$ cat config.mk
export PLATFORM = sky130hd
export DESIGN_NAME = whk_box
export DESIGN_NICKNAME = d
export VERILOG_FILES = /design/src/rtl/whk_pkg.sv /design/src/rtl/whk_box.sv
export SDC_FILE = /design/constraint.sdc
export NUM_CORES = 1
export LEC_CHECK = 0
export ABC_AREA = 0
export BUFFER_PORTS_ARGS = -buffer_cell sky130_fd_sc_hd__buf_4
export CORE_ASPECT_RATIO = 0.8
export CORE_MARGIN = 8
export CORE_UTILIZATION = 52
export CTS_CLUSTER_DIAMETER = 50
export DETAILED_ROUTE_END_ITERATION = 12
export GPL_ROUTABILITY_DRIVEN = 0
export PLACE_DENSITY_LB_ADDON = 0.2
export SLEW_MARGIN = 25
export SYNTH_ARGS = -nofsm -noshare
export SYNTH_HDL_FRONTEND = slang
export SYNTH_SLANG_ARGS = --single-unit
$ cat constraint.sdc
create_clock -name clk -period 8.74 [get_ports clk]
set_input_delay 0.437 -clock clk [delete_from_list [all_inputs] [get_ports clk]]
set_output_delay 0.437 -clock clk [all_outputs]
set_load 0.05 [all_outputs]
$ cat src/rtl/whk_pkg.sv
// types and constants shared by the path box and curve key modules
`timescale 1ns / 1ps

package whk_pkg;

    localparam int LAT_W   = 31;
    localparam int LON_W   = 32;
    localparam int CNT_W   = 32;
    localparam int KEY_W   = 32;
    localparam int SCALE_W = 48;

    // centroid offset, twice the true offset
    localparam int SUM_W = LON_W + 3;
    localparam int OFF_W = SUM_W - 1;

    // offset x scale split into four partial products
    localparam int DL_W   = OFF_W / 2;
    localparam int DH_W   = OFF_W - DL_W;
    localparam int SL_W   = SCALE_W / 2;
    localparam int SH_W   = SCALE_W - SL_W;
    localparam int PP_W   = DH_W + SH_W;
    localparam int MID_W  = PP_W + (SL_W - DL_W) + 1;
    localparam int PROD_W = OFF_W + SCALE_W;
    localparam int QSHIFT = 33;
    localparam int Q_W    = PROD_W - QSHIFT;

    localparam int IN_DATA_W  = 64;
    localparam int OUT_DATA_W = 192;

    typedef enum logic [1:0] {
        REG_ORIGIN_LON = 2'd0,
        REG_ORIGIN_LAT = 2'd1,
        REG_LON_SCALE  = 2'd2,
        REG_LAT_SCALE  = 2'd3
    } cfg_idx_t;

    typedef struct packed {
        logic [CNT_W-1:0]        number;
        logic signed [LAT_W-1:0] min_lat;
        logic signed [LAT_W-1:0] max_lat;
        logic signed [LON_W-1:0] min_lon;
        logic signed [LON_W-1:0] max_lon;
    } job_t;

endpackage

$ cat src/rtl/whk_box.sv
// running bounding box per path and path counter, launches one job per classified path
`timescale 1ns / 1ps

module whk_box
(
    input  logic                               clk,
    input  logic                               rst_n,
    input  logic                               in_valid,
    output logic                               in_ready,
    input  logic signed [whk_pkg::LAT_W-1:0]   lat,
    input  logic signed [whk_pkg::LON_W-1:0]   lon,
    input  logic                               last,
    input  logic                               cls,
    input  logic                               job_ready,
    output logic                               job_valid,
    output whk_pkg::job_t                      job
);
    import whk_pkg::*;

    logic signed [LAT_W-1:0] min_lat_reg, max_lat_reg;
    logic signed [LAT_W-1:0] min_lat_next, max_lat_next;
    logic signed [LON_W-1:0] min_lon_reg, max_lon_reg;
    logic signed [LON_W-1:0] min_lon_next, max_lon_next;
    logic                    first_reg;
    logic [CNT_W-1:0]        count_reg;
    logic                    job_v_reg, job_v_next;
    job_t                    job_reg;
    logic                    accept;
    logic                    launch;

    assign in_ready = !job_v_reg || job_ready;
    assign accept   = in_valid && in_ready;
    assign launch   = accept && last && cls;

    always_comb
    begin
        if (first_reg)
        begin
            min_lat_next = lat;
            max_lat_next = lat;
            min_lon_next = lon;
            max_lon_next = lon;
        end
        else
        begin
            min_lat_next = (lat < min_lat_reg) ? lat : min_lat_reg;
            max_lat_next = (lat > max_lat_reg) ? lat : max_lat_reg;
            min_lon_next = (lon < min_lon_reg) ? lon : min_lon_reg;
            max_lon_next = (lon > max_lon_reg) ? lon : max_lon_reg;
        end
    end

    assign job_v_next = (job_v_reg && !job_ready) || launch;

    always_ff @(posedge clk or negedge rst_n)
    begin
        if (!rst_n)
        begin
            min_lat_reg <= '0;
            max_lat_reg <= '0;
            min_lon_reg <= '0;
            max_lon_reg <= '0;
            first_reg   <= 1'b1;
            count_reg   <= '0;
            job_v_reg   <= 1'b0;
        end
        else
        begin
            job_v_reg <= job_v_next;
            if (accept)
            begin
                min_lat_reg <= min_lat_next;
                max_lat_reg <= max_lat_next;
                min_lon_reg <= min_lon_next;
                max_lon_reg <= max_lon_next;
                first_reg   <= last;
                if (last)
                begin
                    count_reg <= count_reg + 1'b1;
                end
            end
        end
    end

    always_ff @(posedge clk)
    begin
        if (launch)
        begin
            job_reg.number  <= count_reg;
            job_reg.min_lat <= min_lat_next;
            job_reg.max_lat <= max_lat_next;
            job_reg.min_lon <= min_lon_next;
            job_reg.max_lon <= max_lon_next;
        end
    end

    assign job_valid = job_v_reg;
    assign job       = job_reg;

endmodule

======== Word level (Yosys, flattened, before mapping) ========
Cells that the tools add are included.
word-level totals
  bits in registers ....................... 318
  input port bits ......................... 69
  output and inout bits ................... 160
  logic and storage cells ................. 34
cells by class
  add/subtract/negate cells ............... 1
  $lt $le $gt $ge ......................... 4
  muxes and demuxes ....................... 8
  reductions and logical operators ........ 9
operator list
  operator                                                         number
  32-bit two-way mux                                               4
  31-bit two-way mux                                               4
  32-bit by 1-bit adder with 32-bit output, second input constant  1
  32-bit greater-than comparator                                   1
  32-bit less-than comparator                                      1
  31-bit greater-than comparator                                   1
  31-bit less-than comparator                                      1
  1-bit logical AND                                                4
  1-bit zero test                                                  2
  1-bit logical OR                                                 2
  2-bit AND reduction                                              1

======== Logic depth before layout (Yosys ltp) ========
  word-level depth ........................ 6
  gate-level depth with buffers ........... 13
  mapped depth without buffers ............ 11

======== Least setup slack after synthesis ========
OpenSTA, ideal clock, no wires.
  path type ............................... flip-flop to flip-flop
  from .................................... reg job_v_reg (netlist: job_valid)
  to ...................................... reg job_reg (netlist bit job[0]), enable pin
  setup time .............................. 0.679 ns
  arrival ................................. 8.166 ns
  required time ........................... 8.061 ns
  path slack .............................. -0.105 ns
  cell stages (with the launch flop) ...... 6
  buffers on the path ..................... 1
  clock period less this slack ............ 8.845 ns
  cells stage by stage .................... dfrtp_1 -> nand2b_1 -> and2_1 -> buf_2 -> nand2_1 -> nor2_1
between the ends
  longest elaborated chain between the ends .. 5
RTL lines
  element                         RTL line       text
  start: declaration              whk_box.sv:26  logic job_v_reg, job_v_next;
  start signal: assignment        whk_box.sv:69  job_v_reg <= job_v_next;
  1-bit zero test                 whk_box.sv:31  assign in_ready = !job_v_reg || job_ready;
  1-bit logical OR                whk_box.sv:31
  net in_ready                    whk_box.sv:9   output logic in_ready,
  1-bit logical AND               whk_box.sv:32  assign accept = in_valid && in_ready;
  1-bit logical AND (2 in a row)  whk_box.sv:33  assign launch = accept && last && cls;
  net launch                      whk_box.sv:29  logic launch;
  end: declaration                whk_box.sv:27  job_t job_reg;
The timed path passes the listed nets, and every way through them passes these cells.
A chain may end at the register's enable or synchronous reset.

======== Worst setup path in the final report ========
  from .................................... reg min_lon_reg[25]
  to ...................................... reg job_reg (netlist bit job[52]) (data pin)
between the ends
  longest elaborated chain between the ends .. 3
RTL lines
  element                      RTL line       text
  start: declaration           whk_box.sv:22  logic signed [LON_W-1:0] min_lon_reg, max_lon_reg;
  start signal: assignment     whk_box.sv:74  min_lon_reg <= min_lon_next;
  32-bit less-than comparator  whk_box.sv:48  min_lon_next = (lon < min_lon_reg) ? lon : min_lon_reg;
  32-bit two-way mux           whk_box.sv:48
  32-bit two-way mux           whk_box.sv:37  if (first_reg)
  net min_lon_next[20]         whk_box.sv:23  logic signed [LON_W-1:0] min_lon_next, max_lon_next;
The timed path passes the listed nets, and every way through them passes these cells.

==> impl_metrics.yaml <==
synth:
  synthTopCellsByCount: "dfrtp_1, edfxtp_1, inv_1, ha_1, nand2_1"
  seq_area_frac_synth: 0.5548
  synth_area_leaders: "edfxtp_1, dfrtp_1, ha_1, mux2_2, o21ai_0"
  synth_edf_count: 158
  yosysMostFrequentCell: "dfrtp_1"
  syn-num-nets: 1518
  synth_ff_type: "dfrtp_1"
  syn_inst: 1324
  yosysWarnings: 0
  synth_top_area_cell: "edfxtp_1"
  yosysTopAreaCellShare: 0.3008
  ys_seq_elements: 318
  syn_area_per_cell_um2: 11.91
  yosysUniqueCellTypes: 48
  async_flop_share: 0.5031
  syn_area_mm2: 0.01577
critical_path:
  timing.rr.start: "min_lon_reg[25]$_DFFE_PN0P_"
  startpoint_type: "register"
  worst-r2r-cell-count: 10
  endpoint_kind: "register"
  r2r_slack_ns: 4.82
  cp_max_fo: 41
  worstPathRequired_ns: 8.99
  r2r-end: "job[52]$_DFFE_PP_"
  arrival_ns: 4.17
  path_class: "register to register"
clock_tree:
  holdBufCountCts: 0
  root_buffer: "clkbuf_16"
  cts_resized: 0
  clk-insertion-delay-late_ns: 0.51
  numClockSinks: 318
  clk_pin_slew_worst_paths_ns: 0.06
  cts_buffers: 37
  tritoncts: "built"
  cts_max_path_buffers: 3
  post_cts.repair.setup_buffers: 0
  ctsHtreeMaxLevel: 2
timing:
  period_share: 0.4481
  hold_ws_ns: -0.004202
  tightest_slew_ns: 0.9202
  max_clock_freq_ghz: 0.2553
  post-route-min-period_ns: 3.917
  rsz0062_at_grt: "no"
  slew_violations: 0
  skew_ns: 0.01505
  slew_headroom: 0.3865
  finalSetupViolCount: 0
  hold_viol: 2
  tns_ns: 0
global_route:
  grt_start_max_net_pins: 95
  antenna_found_initial: 2
  grt_pass1_vias: 10760
  gr-total-overflow: 0
  grt.total_usage: 0.2027
  grt_pass1_wl_um: 59070
die:
  die_h_um: 171.8
  core_mm2: 0.03010
  io_pins: 229
  initial_core_util: 0.5240
  die_w_um: 210.7
  die_area_mm2: 0.03619
  rows: 57
cells_and_area:
  fillerInstances: 2387
  fin_nets: 1742
  drive_above_1_share: 0.2632
  regArea_mm2: 0.008750
  multiInputGateArea_mm2: 0.006266
  largest_register_ffs: 158
  final_cells: 1992
  area_growth_pct: 21.25
route:
  first_pass_iters: 5
  vias: 10920
  wl_per_cell_um: 18.55
  avgViaCountPerCell: 5.480
  route.detailed.drc: 0
  drtAntennaViolNets: 0
  routed_wl_um: 36960
  first_iter_violations: 503
min_path:
  hold_class: "primary input to asynchronous set/reset pin"
job:
  drv_cap: 0
run_status:
  status: "finished, violations left"
  violations: "negative hold slack"
power:
  irDropWorstVdd_mv: 0.2049
  p_leak_nw: 8.451
  cellPowerDensity_mw_per_mm2: 326.8
  p_total_mw: 6.250
place:
  dp_hpwl_um: 25630
  io_buffer_count: 228
  dp_cells: 1921
-- worst max-delay path by stage --
| stage | startpoint | end | slack, ns | cells past startpoint |
|---|---|---|---|---|
| floorplan | job_valid$_DFF_PN0_ | job[0]$_DFFE_PP_ | 2.57 | 5 |
| global placement | lon[25] | job[57]$_DFFE_PP_ | 4.69 | 10 |
| detailed placement | lon[25] | job[54]$_DFFE_PP_ | 4.65 | 10 |
| CTS | min_lon_reg[25]$_DFFE_PN0P_ | job[54]$_DFFE_PP_ | 4.82 | 10 |
| global route | min_lon_reg[25]$_DFFE_PN0P_ | job[54]$_DFFE_PP_ | 4.55 | 10 |
| finish | min_lon_reg[25]$_DFFE_PN0P_ | job[52]$_DFFE_PP_ | 4.82 | 10 |
-- logic make-up (layout without fill, tap and decap cells) --
kind of cell / after synthesis / count (layout) / share of synthesized area
DFF: 318 / 318 / 0.5548
buffers and inverters: 185 / 438 / 0.04958
AOI/OAI and AO/OA: 255 / 255 / 0.09949
other: 0 / 2 / 0
and+or+nand+nor: 278 / 278 / 0.08568
adders and majority gates: 125 / 125 / 0.09917
xor gates and xnor gates: 33 / 33 / 0.01833
muxes: 130 / 130 / 0.09298
-- where the power goes --
part	internal, mW	switching, mW	leakage [nW]
Clock	0.962	0.614	0.620
Combinational	0.977	1.41	4.40
Sequential	2.06	0.219	3.43
Total	4.00	2.25	8.45
-- layout make-up --
class	count	share of cell area
Inverter	131	0.02571
Clock inverter	21	0.01237
Clock buffer	47	0.05372
Timing Repair Buffer	239	0.09566
Multi-Input combinational cell	821	0.3277
Tap cell	413	0.02702
Sequential cell	318	0.4576
Antenna cell	2	0.0002617
-- cell usage in the layout, fill, tap and decap left out, drive strengths merged, types with 2 or more instances in the layout --
cell type / instances
buf: 239
diode: 2
o21ai: 141
nor3: 8
nand3: 88
nor2: 17
and3: 7
ha: 125
xnor2: 25
clkinvlp: 2
o211ai: 4
a221oi: 4
edfxtp: 158
a221o: 32
and2: 3
a21oi: 51
nand2: 112
clkbuf: 47
nor2b: 4
inv: 134
nor4: 4
dfrtp: 159
a211oi: 5
or4: 3
bufinv: 4
and4: 8
a2111oi: 3
xor2: 8
a21o: 11
clkinv: 12
nand4: 21
mux2: 129
-- per-layer routing --
layer  share of wire  track usage  wire length (um)  vias to the layer above
met2            0.46       0.3183             16840                      252
met1            0.47       0.2887             17490                     5342
met3           0.051      0.03697              1895                       54
met4           0.020      0.05134               729                        0
met5               0            0                 0                        -
li1                -            -                 -                     5268
-- critical path: stages, from the launching register on --
cell,delay [ns]
dfrtp_1,0.36
inv_1,0.06
ha_1,0.28
a21o_1,0.18
a221o_1,0.34
a221oi_2,0.31
o21ai_1,0.14
or3_1,0.42
a21oi_4,0.55
buf_4,0.56
mux2_2,0.40
-- through the flow --
stage / area, um2 / util / setup WS [ns]
CTS: 19080 / 0.6339 / 4.825
global route: 19120 / 0.6353 / 4.548
floorplan: 15770 / - / 2.575
detailed placement: 17810 / 0.5919 / 4.646
global placement: 17810 / 0.5919 / 4.685
finish: 19120 / 0.6354 / 4.823
Note: power is estimated with default switching activity, not from simulation.
