**src/rtl/whk_pkg.sv**
```systemverilog
// types and constants shared by the path box and curve key modules
`timescale 1ns / 1ps

package whk_pkg;

    localparam int LAT_W   = 31;
    localparam int LON_W   = 32;
    localparam int CNT_W   = 32;
    localparam int KEY_W   = 32;
    localparam int SCALE_W = 48;

    // centroid offset, twice the true offset
    localparam int SUM_W = LON_W + 3;
    localparam int OFF_W = SUM_W - 1;

    // offset x scale split into four partial products
    localparam int DL_W   = OFF_W / 2;
    localparam int DH_W   = OFF_W - DL_W;
    localparam int SL_W   = SCALE_W / 2;
    localparam int SH_W   = SCALE_W - SL_W;
    localparam int PP_W   = DH_W + SH_W;
    localparam int MID_W  = PP_W + (SL_W - DL_W) + 1;
    localparam int PROD_W = OFF_W + SCALE_W;
    localparam int QSHIFT = 33;
    localparam int Q_W    = PROD_W - QSHIFT;

    localparam int IN_DATA_W  = 64;
    localparam int OUT_DATA_W = 192;

    typedef enum logic [1:0] {
        REG_ORIGIN_LON = 2'd0,
        REG_ORIGIN_LAT = 2'd1,
        REG_LON_SCALE  = 2'd2,
        REG_LAT_SCALE  = 2'd3
    } cfg_idx_t;

    typedef struct packed {
        logic [CNT_W-1:0]        number;
        logic signed [LAT_W-1:0] min_lat;
        logic signed [LAT_W-1:0] max_lat;
        logic signed [LON_W-1:0] min_lon;
        logic signed [LON_W-1:0] max_lon;
    } job_t;

endpackage

```
**src/rtl/whk_scale.sv**
```systemverilog
// one axis: centroid offset, split multiply by the Q16.32 scale, grid saturation
`timescale 1ns / 1ps

module whk_scale #(
    parameter int GRID_BITS = 16
)
(
    input  logic                                 clk,
    input  logic [3:0]                           en,
    input  logic signed [whk_pkg::LON_W-1:0]     box_min,
    input  logic signed [whk_pkg::LON_W-1:0]     box_max,
    input  logic signed [whk_pkg::LON_W-1:0]     origin,
    input  logic [whk_pkg::SCALE_W-1:0]          scale,
    output logic [GRID_BITS-1:0]                 grid
);
    import whk_pkg::*;

    logic signed [SUM_W-1:0] sum;
    logic [OFF_W-1:0]        d_reg, d_next;
    logic [DL_W-1:0]         dl;
    logic [DH_W-1:0]         dh;
    logic [SL_W-1:0]         sl;
    logic [SH_W-1:0]         sh;
    logic [PP_W-1:0]         p_ll_reg, p_lh_reg, p_hl_reg, p_hh_reg;
    logic [PP_W-1:0]         p_ll_next, p_lh_next, p_hl_next, p_hh_next;
    logic [PP_W-1:0]         ll_reg, hh_reg;
    logic [MID_W-1:0]        mid_reg, mid_next;
    logic [PROD_W-1:0]       prod;
    logic [Q_W-1:0]          q;
    logic [GRID_BITS-1:0]    grid_reg, grid_next;

    // stage 1: twice the centroid offset, clamped at zero
    assign sum = {{(SUM_W-LON_W){box_min[LON_W-1]}}, box_min}
               + {{(SUM_W-LON_W){box_max[LON_W-1]}}, box_max}
               - {{(SUM_W-LON_W-1){origin[LON_W-1]}}, origin, 1'b0};
    assign d_next = (sum[SUM_W-1] || (sum == '0)) ? '0 : sum[OFF_W-1:0];

    // stage 2: four narrow partial products
    assign dl = d_reg[DL_W-1:0];
    assign dh = d_reg[OFF_W-1:DL_W];
    assign sl = scale[SL_W-1:0];
    assign sh = scale[SCALE_W-1:SL_W];
    assign p_ll_next = dl * sl;
    assign p_lh_next = dl * sh;
    assign p_hl_next = dh * sl;
    assign p_hh_next = dh * sh;

    // stage 3: middle terms aligned at weight 2^DL_W
    assign mid_next = (MID_W'(p_lh_reg) << (SL_W - DL_W)) + MID_W'(p_hl_reg);

    // stage 4: full product, drop 33 fraction bits, saturate to the grid
    assign prod = PROD_W'(ll_reg) + (PROD_W'(mid_reg) << DL_W)
                + (PROD_W'(hh_reg) << (DL_W + SL_W));
    assign q = prod[PROD_W-1:QSHIFT];
    assign grid_next = (|q[Q_W-1:GRID_BITS]) ? '1 : q[GRID_BITS-1:0];

    always_ff @(posedge clk)
    begin
        if (en[0])
        begin
            d_reg <= d_next;
        end
        if (en[1])
        begin
            p_ll_reg <= p_ll_next;
            p_lh_reg <= p_lh_next;
            p_hl_reg <= p_hl_next;
            p_hh_reg <= p_hh_next;
        end
        if (en[2])
        begin
            ll_reg  <= p_ll_reg;
            hh_reg  <= p_hh_reg;
            mid_reg <= mid_next;
        end
        if (en[3])
        begin
            grid_reg <= grid_next;
        end
    end

    assign grid = grid_reg;

endmodule

```
**config.mk**
```make
export PLATFORM = sky130hd
export DESIGN_NAME = whk_scale
export DESIGN_NICKNAME = d
export VERILOG_FILES = /design/src/rtl/whk_pkg.sv /design/src/rtl/whk_scale.sv
export SDC_FILE = /design/constraint.sdc
export NUM_CORES = 2
export LEC_CHECK = 0
export ABC_AREA = 1
export ABC_CLOCK_PERIOD_IN_PS = 11900
export BUFFER_PORTS_ARGS = -buffer_cell sky130_fd_sc_hd__buf_4
export CORE_ASPECT_RATIO = 0.6
export CORE_MARGIN = 3
export CORE_UTILIZATION = 57
export DETAILED_ROUTE_END_ITERATION = 7
export HOLD_SLACK_MARGIN = 0.03
export PLACE_DENSITY_LB_ADDON = 0.12
export SETUP_SLACK_MARGIN = 0.05
export SKIP_CTS_REPAIR_TIMING = 1
export SLEW_MARGIN = 10
export SYNTH_ARGS = -nofsm -noshare
export SYNTH_HDL_FRONTEND = slang
export SYNTH_SLANG_ARGS = --single-unit
```
**constraint.sdc**
```tcl
create_clock -name clk -period 11.9 [get_ports clk]
set_input_delay 2.38 -clock clk [delete_from_list [all_inputs] [get_ports clk]]
set_output_delay 2.38 -clock clk [all_outputs]
set_load 0.1 [all_outputs]
```
### After elaboration in Yosys (flattened, before gate mapping)

Index checks and enable logic that the tools add are counted.

* multiplexer cells: 0
* equality and inequality tests: 0
* $add $sub $neg: 5
* div/mod/pow operators: 0
* shift operators: 0
* order comparisons: 0
* multiply operators: 4
* reduce and logical (&&, ||, !) cells: 3
* bitwise gates (word level): 0

Operators by type and width (number)
* $mul 17x24->41: 4
* $add 67x82->82: 1
* $add 41x66->67: 1
* $add 48x41->49: 1
* $logic_not 35->1: 1
* $sub 33x33->34: 1
* $add 32x32->33: 1
* $reduce_or 33->1: 1
* $logic_or 1x1->1: 1

* flip-flop bits (word level): 345
* memory bits (read-only): 0
* logic and storage cells: 21
* memories kept: 0
* memory bits (writable): 0
* output and inout bits: 16
* bits of input ports: 149
* bits in latches: 0

### Longest topological paths before layout

* word-level depth: 4
* mapped depth: 30
* gate-level depth less buffers: 28

### Worst setup path before layout

Ideal clock, no wire load.

* path kind: input port to flip-flop
* start point: input scale[37] (netlist bit)
* end point: register p_hh_reg[35], data pin
* data arrival time: 7.745 ns
* data required time: 11.641 ns
* stages: 25
* path slack: 3.896 ns
* path buffers: 2
* library setup time: 0.259 ns
* cell sequence: clkbuf_1 > clkbuf_1 > nand2_1 > fa_1 > inv_1 > fa_1 > inv_1 > fa_1 > inv_1 > fa_1 > fa_1 > inv_1 > fa_1 > inv_1 > ha_1 > nand2_1 > inv_1 > a21oi_1 > o21ai_0 > a21oi_1 > o21bai_1 > a21boi_0 > o21ai_0 > nand2_1 > nand2_1

* word-level cells in the longest chain between the ends: 1

RTL lines
* from (decl): line whk_scale.sv:13 `input logic [whk_pkg::SCALE_W-1:0] scale,`
* $mul 17x24->41: line whk_scale.sv:46 `assign p_hh_next = dh * sh;`
* via p_hh_next[35]: line whk_scale.sv:25 `logic [PP_W-1:0] p_ll_next, p_lh_next, p_hl_next, p_hh_next;`
* to (signal assigned): line whk_scale.sv:68 `p_hh_reg <= p_hh_next;`
* to (decl): line whk_scale.sv:24 `logic [PP_W-1:0] p_ll_reg, p_lh_reg, p_hl_reg, p_hh_reg;`

The timed path passes the listed nets, and every way through them passes these cells.
A chain may end at the register's enable or synchronous reset.

### Final worst setup path

* start point: input scale[10] (netlist bit)
* end point: register p_hl_reg[37], data pin

* word-level cells in the longest chain between the ends: 1

RTL lines
* $mul 17x24->41: line whk_scale.sv:45 `assign p_hl_next = dh * sl;`
* via p_hl_next[37]: line whk_scale.sv:25
* to (signal assigned): line whk_scale.sv:67 `p_hl_reg <= p_hl_next;`
* to (decl): line whk_scale.sv:24

The timed path passes the listed nets, and every way through them passes these cells.

==> reports/summary.json <==
{
  "worst-setup-path-type": "in -> reg",
  "share_of_the_cycle_needed_by_the_critical_path_after_routing": 0.699,
  "post-route-drc-count": 0,
  "clock-sinks": 311,
  "totalWireLength_mm": 235,
  "drt_first_iter_violations": 6185,
  "cp-end-kind": "flip-flop",
  "timing.fmax_ghz": 0.120,
  "routability_congestion_estimate": 1.01,
  "crit_path_launch_type": "input port",
  "skew_ns": 0.0397,
  "worst_skew_pair.late_latency_ns": 0.61,
  "grt_usage": 0.358,
  "arrival_ns": 8.64,
  "tightest_slew_ns": 1.27,
  "maximum_number_of_pins_on_one_net_before_global_route_repair": 66,
  "synth_async_sr_flop_share": 0,
  "number_of_flops_mapped_to_enable_cells_by_yosys": 311,
  "numCtsBuffers": 34,
  "synth_seq_cells": 311,
  "hold_viol_final": 0,
  "chipWidth_um": 472,
  "final_layout_size_suffix_gt1_frac": 0.0350,
  "hold_path.class": "reg -> reg",
  "dp_slack_ns": 3.20,
  "viasPerCell": 5.38,
  "floorplan.rows": 101,
  "globalRoute.totalOverflow": 0,
  "crit_chain": "buf_4 > nand2_1 > fa_1 > fa_1 > fa_1 > fa_1 > inv_1 > fa_1 > inv_1 > fa_1 > inv_1 > ha_1 > a21oi_1 > o21ai_0 > a21oi_1 > o21ai_0 > a21oi_1 > o21ai_0 > nand2_1 > nand2_1 > xor2_1",
  "synth_warnings": 0,
  "critical_path.most_common_cell": "sky130_fd_sc_hd__fa_1",
  "cts_max_level": 2,
  "largest_reg_flops": 49,
  "yosys_most_used_dff": "sky130_fd_sc_hd__edfxtp_1",
  "mappedNetlistArea_mm2": 0.0744,
  "status": "finished clean",
  "placedCellCount": 11300,
  "global_route_wire_length_before_repair_mm": 368,
  "setup_total_negative_slack_ns": 0,
  "clock_tree_from_tritoncts": "yes",
  "setup_slack_ns": 3.59,
  "unrepaired_setup_endpoints_after_global_routing": "no",
  "vias": 60900,
  "max-clock-path-buffers": 3,
  "most_frequent_standard_cell_in_the_layout_excluding_fill_and_tap_cells": "sky130_fd_sc_hd__inv_1",
  "worstPathBufferInverterCount": 4,
  "finalMaxSlewViolations": 0,
  "postSynthCellCount": 9719,
  "cp_slowest_stage_delay_ns": 0.60,
  "initial_antenna_violation_count": 8,
  "clock_tree.root_cell": "sky130_fd_sc_hd__clkbuf_16",
  "first_global_vias": 62300,
  "start_util": 0.581,
  "worst-path-max-fanout": 34,
  "max_cap_viol_count": 0,
  "detailedPlacementHpwl_mm": 187,
  "average_footprint_of_a_synthesized_cell_um2": 7.65,
  "drt_pre_antenna_iters": 6,
  "sequential_cell_area_mm2": 0.00934,
  "die_height_um": 286,
  "layout.cells.most_common_list": "sky130_fd_sc_hd__inv_1 (2,908), sky130_fd_sc_hd__nand2_1 (2,711), sky130_fd_sc_hd__fa_1 (1,347)",
  "io-pin-count": 165,
  "ant_nets": 0,
  "timing.critical_path.slowest_stage_cell": "sky130_fd_sc_hd__o21ai_0",
  "io_buffers": 164,
  "ys_types": 49,
  "instances_no_fill": 11300,
  "die-area_mm2": 0.135,
  "critical_path.top_delay_family": "adder cells",
  "core_region_area_mm2": 0.128,
  "syn2layout_area_growth_pct": 4.57,
  "slew-limit-headroom": 0.147,
  "timing.final.crit_period_ns": 8.31,
  "synth_fp_nets": 11800,
  "multi_input_area_mm2": 0.0527,
  "fin_nets": 11700,
  "post_drt_wl_per_cell_um": 20.7,
  "path_clk_slew_ns": 0.07,
  "crit_required_ns": 12.23,
  "fill_cells": 11700,
  "final-setup-viol-count": 0,
  "synth-seq-area-share": 0.126
}
-- per-stage QoR --
step / utilization / hold slack [ns] / area, um2
2_1_floorplan: - / 0.400 / 74400
3_3_place_gp: 0.599 / 0.401 / 76600
3_5_place_dp: 0.599 / 0.405 / 76600
4_1_cts: 0.608 / 0.402 / 77800
5_1_grt: 0.608 / 0.412 / 77800
6_report: 0.608 / 0.401 / 77800
-- logic make-up (layout without fill, tap and decap cells) --
family          Yosys count  in the layout  synth area share
other cells               1              7         0.0000504
buf+inv                3296           3192             0.167
fa+ha+maj              1920           1920             0.459
flops                   311            311             0.126
simple gates           3421           3421             0.182
xor+xnor                202            202            0.0238
compound gates          568            568            0.0429
-- path summary, 6_finish.rpt --
| path | cells after the start | to | startpoint | slack, ns |
|---|---|---|---|---|
| max | 21 | p_hl_reg[37] | scale[10] | 3.59 |
| min | 0 | ll_reg[20] | p_ll_reg[20] | 0.40 |
| max reg2reg | 21 | p_hl_reg[37] | d_reg[28] | 4.21 |
| min reg2reg | 0 | ll_reg[20] | p_ll_reg[20] | 0.40 |
-- per-layer routing --
metal  part of all wire  GRT usage  routed length [um]  vias up
met3               0.15      0.131               36000      293
met5           0.000055          0                  13        -
li1                   -          -                   -    27700
met1               0.45      0.557              106000    29600
met4              0.021     0.0657                4940        2
met2               0.38      0.473               88000     3354
-- worst reg2reg max path, cell delays in order (launching register included) --
cell,delay (ns)
sky130_fd_sc_hd__edfxtp_1,1.05
sky130_fd_sc_hd__buf_4,0.72
sky130_fd_sc_hd__nand2_1,0.24
sky130_fd_sc_hd__fa_1,0.59
sky130_fd_sc_hd__inv_1,0.06
sky130_fd_sc_hd__fa_1,0.56
sky130_fd_sc_hd__fa_1,0.43
sky130_fd_sc_hd__fa_1,0.47
sky130_fd_sc_hd__fa_1,0.51
sky130_fd_sc_hd__inv_1,0.05
sky130_fd_sc_hd__fa_1,0.50
sky130_fd_sc_hd__inv_1,0.05
sky130_fd_sc_hd__ha_1,0.35
sky130_fd_sc_hd__nand2_1,0.10
sky130_fd_sc_hd__nor2_1,0.20
sky130_fd_sc_hd__nand2_1,0.13
sky130_fd_sc_hd__o21ai_0,0.59
sky130_fd_sc_hd__a21oi_1,0.22
sky130_fd_sc_hd__o21ai_0,0.37
sky130_fd_sc_hd__nand2_1,0.08
sky130_fd_sc_hd__nand2_1,0.09
sky130_fd_sc_hd__xor2_1,0.06
-- layout make-up --
cell class,instances,share of cell area
multi-input combinational,6112,0.677
antenna,6,0.000193
timing repair buffer,205,0.0198
inverter,2926,0.141
tap,1699,0.0273
clock inverter,24,0.00344
sequential,311,0.120
clock buffer,37,0.0111
-- synthesized netlist by cell type (11+ instances only) --
cell type                  number  area share
sky130_fd_sc_hd__inv_1       2908        0.15
sky130_fd_sc_hd__nand2_1     2711        0.14
sky130_fd_sc_hd__fa_1        1347        0.36
sky130_fd_sc_hd__ha_1         573       0.096
sky130_fd_sc_hd__nor2_1       384       0.019
sky130_fd_sc_hd__edfxtp_1     311        0.13
sky130_fd_sc_hd__clkbuf_1     303       0.015
sky130_fd_sc_hd__a21oi_1      278       0.019
sky130_fd_sc_hd__nand3_1      140      0.0094
sky130_fd_sc_hd__o21ai_0      134      0.0090
sky130_fd_sc_hd__xor2_1       115       0.014
sky130_fd_sc_hd__xnor2_1       87       0.010
sky130_fd_sc_hd__buf_1         61      0.0031
sky130_fd_sc_hd__nand4_1       54      0.0045
sky130_fd_sc_hd__a31oi_1       40      0.0034
sky130_fd_sc_hd__nor3_1        38      0.0026
sky130_fd_sc_hd__a21o_1        27      0.0027
sky130_fd_sc_hd__nor2_2        24      0.0020
sky130_fd_sc_hd__o21a_1        23      0.0023
sky130_fd_sc_hd__inv_2         18     0.00091
sky130_fd_sc_hd__nor4_1        15      0.0013
sky130_fd_sc_hd__nand3_2       12      0.0016
sky130_fd_sc_hd__o211ai_1      12      0.0012
sky130_fd_sc_hd__a21boi_0      11      0.0011
sky130_fd_sc_hd__o21bai_1      11      0.0011
Power is not shown: default switching activity piles up to over one toggle a cycle in this logic, so the estimate is an artifact.
