==> config.mk <==
export PLATFORM = sky130hd
export DESIGN_NAME = whk_cell
export DESIGN_NICKNAME = d
export VERILOG_FILES = /design/src/rtl/whk_pkg.sv /design/src/rtl/whk_cell.sv
export SDC_FILE = /design/constraint.sdc
export NUM_CORES = 1
export LEC_CHECK = 0
export BUFFER_PORTS_ARGS = -buffer_cell sky130_fd_sc_hd__buf_4
export CAP_MARGIN = 40
export CORE_AREA = 2 2 175 177
export DETAILED_ROUTE_END_ITERATION = 6
export DIE_AREA = 0 0 177 179
export HOLD_SLACK_MARGIN = 0.05
export SYNTH_ARGS = -nofsm -noshare
export SYNTH_HDL_FRONTEND = slang
export SYNTH_SLANG_ARGS = --single-unit
==> constraint.sdc <==
create_clock -name clk -period 6.99 [get_ports clk]
set_input_delay 0.3495 -clock clk [delete_from_list [all_inputs] [get_ports clk]]
set_output_delay 0.3495 -clock clk [all_outputs]
set_load 0.01 [all_outputs]
==> src/rtl/whk_pkg.sv <==
// types and constants shared by the path box and curve key modules
`timescale 1ns / 1ps

package whk_pkg;

    localparam int LAT_W   = 31;
    localparam int LON_W   = 32;
    localparam int CNT_W   = 32;
    localparam int KEY_W   = 32;
    localparam int SCALE_W = 48;

    // centroid offset, twice the true offset
    localparam int SUM_W = LON_W + 3;
    localparam int OFF_W = SUM_W - 1;

    // offset x scale split into four partial products
    localparam int DL_W   = OFF_W / 2;
    localparam int DH_W   = OFF_W - DL_W;
    localparam int SL_W   = SCALE_W / 2;
    localparam int SH_W   = SCALE_W - SL_W;
    localparam int PP_W   = DH_W + SH_W;
    localparam int MID_W  = PP_W + (SL_W - DL_W) + 1;
    localparam int PROD_W = OFF_W + SCALE_W;
    localparam int QSHIFT = 33;
    localparam int Q_W    = PROD_W - QSHIFT;

    localparam int IN_DATA_W  = 64;
    localparam int OUT_DATA_W = 192;

    typedef enum logic [1:0] {
        REG_ORIGIN_LON = 2'd0,
        REG_ORIGIN_LAT = 2'd1,
        REG_LON_SCALE  = 2'd2,
        REG_LAT_SCALE  = 2'd3
    } cfg_idx_t;

    typedef struct packed {
        logic [CNT_W-1:0]        number;
        logic signed [LAT_W-1:0] min_lat;
        logic signed [LAT_W-1:0] max_lat;
        logic signed [LON_W-1:0] min_lon;
        logic signed [LON_W-1:0] max_lon;
    } job_t;

endpackage

==> src/rtl/whk_cell.sv <==
// one level of the curve key: quadrant bits, reflect and swap, pass to the next cell
`timescale 1ns / 1ps

module whk_cell #(
    parameter int GRID_BITS = 16,
    parameter int LEVEL     = 15
)
(
    input  logic                          clk,
    input  logic                          rst_n,
    input  logic                          valid_in,
    output logic                          ready_in,
    input  logic [GRID_BITS-1:0]          x_in,
    input  logic [GRID_BITS-1:0]          y_in,
    input  logic [whk_pkg::KEY_W-1:0]     key_in,
    input  whk_pkg::job_t                 job_in,
    output logic                          valid_out,
    input  logic                          ready_out,
    output logic [GRID_BITS-1:0]          x_out,
    output logic [GRID_BITS-1:0]          y_out,
    output logic [whk_pkg::KEY_W-1:0]     key_out,
    output whk_pkg::job_t                 job_out
);
    import whk_pkg::*;

    logic                 v_reg;
    logic                 en;
    logic                 rx, ry;
    logic [GRID_BITS-1:0] x_next, y_next, xf, yf;
    logic [KEY_W-1:0]     key_next;
    logic [GRID_BITS-1:0] x_reg, y_reg;
    logic [KEY_W-1:0]     key_reg;
    job_t                 job_reg;

    assign en       = !v_reg || ready_out;
    assign ready_in = en;

    assign rx = x_in[LEVEL];
    assign ry = y_in[LEVEL];

    always_comb
    begin
        key_next = key_in;
        key_next[2*LEVEL +: 2] = {rx, rx ^ ry};
        xf = rx ? ~x_in : x_in;
        yf = rx ? ~y_in : y_in;
        if (!ry)
        begin
            x_next = yf;
            y_next = xf;
        end
        else
        begin
            x_next = x_in;
            y_next = y_in;
        end
    end

    always_ff @(posedge clk or negedge rst_n)
    begin
        if (!rst_n)
        begin
            v_reg <= 1'b0;
        end
        else if (en)
        begin
            v_reg <= valid_in;
        end
    end

    always_ff @(posedge clk)
    begin
        if (en && valid_in)
        begin
            x_reg   <= x_next;
            y_reg   <= y_next;
            key_reg <= key_next;
            job_reg <= job_in;
        end
    end

    assign valid_out = v_reg;
    assign x_out     = x_reg;
    assign y_out     = y_reg;
    assign key_out   = key_reg;
    assign job_out   = job_reg;

endmodule

# Word level (Yosys, flattened, before mapping)

Cells that the tools add are included.

Word-level logic and storage cells: 20
Register bits: 223
Output and inout bits: 224
Bits of input ports: 226

Muxes and demuxes: 4
Bitwise gates (word level): 3
Reductions and logical operators: 3

Operator list:

| operator            | count |
|---|---|
| $mux W16            | 3 |
| $not A16 Y16        | 2 |
| $mux W15            | 1 |
| $logic_and A1 B1 Y1 | 1 |
| $logic_not A1 Y1    | 1 |
| $logic_or A1 B1 Y1  | 1 |
| $xor A1 B1 Y1       | 1 |

# Depth between registers and ports, before layout

Gate-level depths: netlist of the first run.

Depth in word-level cells: 3
Gate-level depth with buffers: 5
Mapped depth without buffers: 3

# Least setup slack after synthesis of the first run

OpenSTA, ideal clock, no wires.

Path kind: reg2reg
Start point: register v_reg, in the netlist valid_out
End point: register job_reg, in the netlist job_out[0], enable pin
Buffers on the path: 0
Required time: 6.379 ns
Stages on the path, launching flop included: 3
Slack: 0.717 ns
Arrival time: 5.662 ns
Clock period less this slack: 6.273 ns
Setup time: 0.611 ns
Cells stage by stage: dfrtp_1 -> nand2b_1 -> and2_1

Word-level cells in the longest chain between the ends: 3

RTL lines:

| item                   | line           | RTL |
|---|---|---|
| from (decl)            | whk_cell.sv:26 | `logic v_reg;` |
| from (signal assigned) | whk_cell.sv:67 | `v_reg <= valid_in;` |
| $logic_not A1 Y1       | whk_cell.sv:35 | `assign en = !v_reg \|\| ready_out;` |
| $logic_or A1 B1 Y1     | whk_cell.sv:35 |  |
| named net ready_in     | whk_cell.sv:12 | `output logic ready_in,` |
| $logic_and A1 B1 Y1    | whk_cell.sv:73 | `if (en && valid_in)` |
| to (signal assigned)   | whk_cell.sv:78 | `job_reg <= job_in;` |
| to (decl)              | whk_cell.sv:33 | `job_t job_reg;` |

The timed path passes the listed nets, and every way through them passes these cells.
A chain may end at the register's enable or synchronous reset.

# Worst setup path in the final report of the first run

Start point: register v_reg, in the netlist valid_out
End point: register key_reg[14], in the netlist key_out[14], enable pin

Word-level cells in the longest chain between the ends: 3

RTL lines:

| item                 | line           | RTL |
|---|---|---|
| $logic_not A1 Y1     | whk_cell.sv:35 |  |
| $logic_or A1 B1 Y1   | whk_cell.sv:35 |  |
| $logic_and A1 B1 Y1  | whk_cell.sv:73 |  |
| to (signal assigned) | whk_cell.sv:77 | `key_reg <= key_next;` |
| to (decl)            | whk_cell.sv:32 | `logic [KEY_W-1:0] key_reg;` |

No other way between the ends.

==> impl_metrics.ini, run 1 <==
[placed_design]
place_congestion = 0.7586
hpwl_um = 15070
portBuffers = 447

[floorplan]
initial_utilization_pct = 24.60
die_area_um2 = 31680
rows = 64
die_y_um = 179
io_pins = 450
core_area_um2 = 30030
chipWidth_um = 177

[worst_setup_path]
crit_type = register to register
crit_chain = nand2b_1 > and2_4 > buf_12 > buf_4 > buf_16
reg2reg_depth = 5
critPathLaunch = valid_out
worst_path_largest_cell_delay_ns = 0.46
cp-end-kind = register
endpoint = key_out[14]
rrSetupSlack_ns = 4.72
path_max_fanout = 57
crit_path_top_delay_cell = and2_4
worstSetupStartpointType = register
r2r_start = valid_out
crit_required_ns = 7.17
r2r_end = key_out[14]
critPathArrivalTime_ns = 2.46

[yosys]
ys_types = 17
synth_area_um2 = 7386
synth_seq_cells = 223
synth_cells = 332
synth_top_area_share_pct = 90.26
synth_fp_nets = 560
synth_largest_area_cell = edfxtp_1
ys_warn_count = 0
synth.area.top_cells = edfxtp_1 90%, xnor2_1 3.6%, o21ai_1 2.0%
syn_avg_cell_area_um2 = 22.25
synth-seq-area-share_pct = 90.60

[clocking]
clockBufferDepth = 3
tritoncts = done
cts_sinks = 223
htreeDepth = 1
postCtsSetupRepairBufs = 0
root_buffer = clkbuf_16
numCtsBuffers = 25
insertion_delay_ns = 0.51
clkSlewWorstSetupHoldPaths_ns = 0.06

[power]
peakVddDrop_uv = 133.6
power.total_mw = 3.242
p_leak_nw = 5.690
power_density_nw_per_um2 = 233.7

[detailed_routing]
drtIter0Drc = 216
drt-vias-per-instance = 3.899
postRouteAntennaNets = 0
vias = 5462
wl_per_cell_um = 16.16
first_pass_iters = 4
drc = 0
wirelength_um = 22640

[timing]
period_share_pct = 32.52
hold_viol_final = 0
rsz0062_at_grt = no
fmax_mhz = 439.9
setup_viol = 0
fin_crit_ns = 2.273
tns_ns = 0
hold_ws_ns = 0.1374
relSlewSlack_pct = 62.82
slew_viol_final = 0
skew_ns = 0.005903
worst_pin_slew_ns = 0.5578

[grt]
grt_pass1_wl_um = 31590
grt_pass1_vias = 5627
grt_max_degree = 71
grt_usage_pct = 13.01
grt_overflow_total = 0
antenna_found_initial = 0

[job]
drv_cap = 0

[cells_and_area]
drive_gt1_share_pct = 48.46
n_fill_cell = 2590
antennaDiodeCount = 0
final_nets = 1218
area_growth_pct = 87.85

[status]
status = complete, no violations

[min_path]
hold_depth = 3
min_path_type = input pin to register
==> worst min-delay path by stage <==
stage / startpoint / endpoint / slack, ns
floorplan: rst_n / valid_out / 0.05
global placement: rst_n / valid_out / 0.13
detailed placement: rst_n / valid_out / 0.13
CTS: y_in[7] / y_out[7] / 0.11
global route: y_in[1] / y_out[1] / 0.11
finish: y_in[1] / y_out[1] / 0.14
==> cell families (layout without fill, tap and decap cells) <==
| logic type | after synthesis | after routing | synth area share, % |
|---|---|---|---|
| AOI/OAI and AO/OA | 30 | 30 | 2.084 |
| xor gates and xnor gates | 30 | 30 | 3.557 |
| adders and majority gates | 2 | 2 | 0.3388 |
| buffers and inverters | 13 | 686 | 1.559 |
| DFF | 223 | 223 | 90.60 |
| and+or+nand+nor | 34 | 34 | 1.864 |
==> sequential cells by signal, indices dropped and copies added (netlist names) <==
register   count
job_out      158
key_out       32
valid_out      1
x_out         16
y_out         16
==> Yosys cell counts (all sizes together) <==
cell and n:
or2 1, nand2 30, ha 2, inv 2, edfxtp 222, nand2b 2
buf 9, o21ai 30, dfrtp 1, clkbuf 2, xnor2 30, and2 1
==> final cells by class <==
cell class	count	area [µm²]	share of cell area [%]
timing repair buffer	642	5348	38.54
clock buffer	29	640.6	4.617
sequential	223	6691	48.23
inverter	2	7.507	0.05411
multi-input combinational	96	581.8	4.193
clock inverter	13	110.1	0.7936
tap	396	495.5	3.571
==> cell usage in the layout (no fill, tap or decap), drive strengths merged, types with 2 or more instances in the layout <==
cell type and n:
nand2b 2, xnor2 30, ha 2, inv 2, dlygate4sd3 190, bufinv 2
clkinv 10, edfxtp 222, clkbuf 29, o21ai 30, nand2 30, buf 452
==> stage by stage <==
stage	setup WS [ns]	cell area [µm²]	instances	util [%]
global route	4.553	13870	1401	46.20
finish	4.717	13870	1401	46.20
detailed placement	4.628	11220	1169	37.37
CTS	4.681	13870	1401	46.20
global placement	4.270	11150	1166	37.12
floorplan	0.7173	7386	332	-
==> power breakdown <==
part / internal, mW / switching (mW)
Combinational: 0.256 / 0.172
Sequential: 1.57 / 0.0229
Clock: 0.721 / 0.503
==> routing by layer <==
metal / up-vias / track usage [%] / wire [µm]
met2: 280 / 24.09 / 12060
met5: - / 0 / 0
met4: 0 / 3.409 / 396
li1: 2575 / - / -
met1: 2575 / 13.86 / 7839
met3: 32 / 4.813 / 2338
==> worst max-delay path, delay by kind of cell, from the launching register on <==
kind	cells	cell delay, ns
AND/OR/NAND/NOR	2	0.58
flip-flops	1	0.39
buffers and inverters	3	0.91
==> timing repair <==
item	CTS	global route
hold endpoints to repair	190	0
resized for setup	0	0
hold buffers	190	0
No activity file was read; power rests on OpenSTA's default activity.
==> inputs of run 2 (changes only) <==
--- a/config.mk
+++ b/config.mk
@@ -5,11 +5,12 @@
 export SDC_FILE = /design/constraint.sdc
 export NUM_CORES = 1
 export LEC_CHECK = 0
+export ABC_AREA = 1
 export BUFFER_PORTS_ARGS = -buffer_cell sky130_fd_sc_hd__buf_4
 export CAP_MARGIN = 40
-export CORE_AREA = 2 2 175 177
+export CORE_AREA = 2 2 177 179
 export DETAILED_ROUTE_END_ITERATION = 6
-export DIE_AREA = 0 0 177 179
+export DIE_AREA = 0 0 179 181
 export HOLD_SLACK_MARGIN = 0.05
 export SYNTH_ARGS = -nofsm -noshare
 export SYNTH_HDL_FRONTEND = slang
==> constraint.sdc (replaced) <==
create_clock -name clk -period 2.2 [get_ports clk]
set_input_delay 0.11 -clock clk [delete_from_list [all_inputs] [get_ports clk]]
set_output_delay 0.11 -clock clk [all_outputs]
set_load 0.01 [all_outputs]
==> impl_metrics.ini, run 2 <==
[worst_setup_path]
r2r_start = valid_out
cp-end-kind = register
r2r_end = job_out[22]
path_max_fanout = 34
critPathLaunch = x_in[15]
reg2reg_depth = 3
rrSetupSlack_ns = 0.68
crit_required_ns = 2.46
critPathArrivalTime_ns = 2.20
crit_type = input pin to register
worstSetupStartpointType = input pin

[clocking]
holdBufCountCts = 239
cts_sinks = 223
postCtsSetupRepairBufs = 0
numCtsBuffers = 25
root_buffer = clkbuf_16
tritoncts = done
cts_resized = 0
clkSlewWorstSetupHoldPaths_ns = 0.06
htreeDepth = 1
insertion_delay_ns = 0.51
clockBufferDepth = 3

[grt]
grt_max_degree = 76
antenna_found_initial = 0
grt_pass1_wl_um = 37220
grt_pass1_vias = 6478
grt_usage_pct = 15.14
grt_overflow_total = 0

[detailed_routing]
drtIter0Drc = 345
drc = 0
vias = 6224
wirelength_um = 26020
first_pass_iters = 4
wl_per_cell_um = 16.82
drt-vias-per-instance = 4.023
postRouteAntennaNets = 0

[floorplan]
chipWidth_um = 179
rows = 64
die_area_um2 = 32400
core_area_um2 = 30350
initial_utilization_pct = 25.73
die_y_um = 181
io_pins = 450

[yosys]
synth_edf_count = 222
synth_cells = 426
synth_fp_nets = 654
syn_avg_cell_area_um2 = 18.33
synth-seq-area-share_pct = 85.69
synthArstFlopShare_pct = 0.4484
ys_top_cells_by_count = 222 x edfxtp_1, 82 x nand2_1, 40 x nand2_2
ys_types = 13
yosys_most_used_dff = edfxtp_1
synth.area.top_cells = edfxtp_1 85%, nand2_1 3.9%, nand3_2 3.8%
synth_largest_area_cell = edfxtp_1
ys_warn_count = 0
synth_top_area_share_pct = 85.37
synth.most_common_cell = edfxtp_1
synth_seq_cells = 223
synth_area_um2 = 7809

[timing]
tns_ns = 0
hold_viol_final = 0
hold_ws_ns = 0.2703
fmax_mhz = 517.5
fin_crit_ns = 1.932
setup_viol = 0
skew_ns = 0.01094
worst_pin_slew_ns = 0.5321
rsz0062_at_grt = no
period_share_pct = 87.84
slew_viol_final = 0
setup_ws_ns = 0.2676
relSlewSlack_pct = 64.53

[min_path]
whs_endpoint = key_out[11]
hold_depth = 4
min_from = ready_out
min_path_type = input pin to register

[placed_design]
place_congestion = 0.7990
dpl_worst_slack_ns = 0.6863
hpwl_um = 17690
portBuffers = 447

[job]
drv_cap = 0

[power]
power_density_nw_per_um2 = 701.9
power.total_mw = 10.41
peakVddDrop_uv = 450.5
p_leak_nw = 6.377

[cells_and_area]
final_common_cell = buf_4
drive_gt1_share_pct = 49.00
antennaDiodeCount = 0
final_nets = 1363
largest_reg_flops = 158
utilization_pct = 48.89
area_growth_pct = 90.02
final_cell_mix = 450 x buf_4, 239 x dlygate4sd3_1, 222 x edfxtp_1

[status]
status = complete, no violations
run 2: area by class of cell:
type | instances | area (µm²)
Clock buffer | 29 | 640.6
Clock inverter | 14 | 101.3
Fill cell | 2549 | 15510
Inverter | 35 | 131.4
Multi-Input combinational cell | 156 | 905.9
Sequential cell | 223 | 6693
Tap cell | 396 | 495.5
Timing Repair Buffer | 694 | 5871
run 2: metal layers:
| layer | global-route usage, % | share of wire, % | vias to the layer above |
|---|---|---|---|
| met4 | 5.821 | 3.4 | 0 |
| met1 | 16.60 | 36 | 2969 |
| met2 | 27.89 | 53 | 273 |
| met3 | 3.535 | 7.9 | 48 |
| met5 | 0 | 0 | - |
| li1 | - | - | 2934 |
run 2: kinds of logic (layout without fill, tap and decap cells):
logic type	Yosys count	in the layout	synth area share (%)
buf+inv	47	772	2.852
fa+ha+maj	2	2	0.3204
compound gates	1	1	0.06403
flops	223	223	85.69
simple gates	153	153	11.07
run 2: critical path: stages:
cell and delay (ns):
dlygate4sd3_1 0.54, buf_4 0.26, inv_2 0.28, buf_12 0.24, nand2_2 0.07, nand3_2 0.06
nand2_1 0.06, dlygate4sd3_1 0.56
run 2: through the flow:
stage / instances / area [µm²]
global placement: 1265 / 11700
finish: 1547 / 14840
global route: 1547 / 14840
CTS: 1547 / 14840
floorplan: 426 / 7821
detailed placement: 1265 / 11700
run 2: power by group:
group	leakage [nW]	internal [mW]	switching [mW]
sequential	2.13	4.98	0.0743
clock	0.369	2.19	1.65
combinational	3.88	0.887	0.634
total	6.38	8.06	2.36
run 2: worst max path at each step:
stage / slack (ns) / to / cells after the start
6_report: 0.27 / x_out[0] / 8
2_1_floorplan: -2.33 / job_out[0] / 1
3_3_place_gp: 0.70 / job_out[22] / 3
5_1_grt: 0.20 / x_out[9] / 8
4_1_cts: 0.32 / x_out[2] / 8
3_5_place_dp: 0.69 / job_out[22] / 3
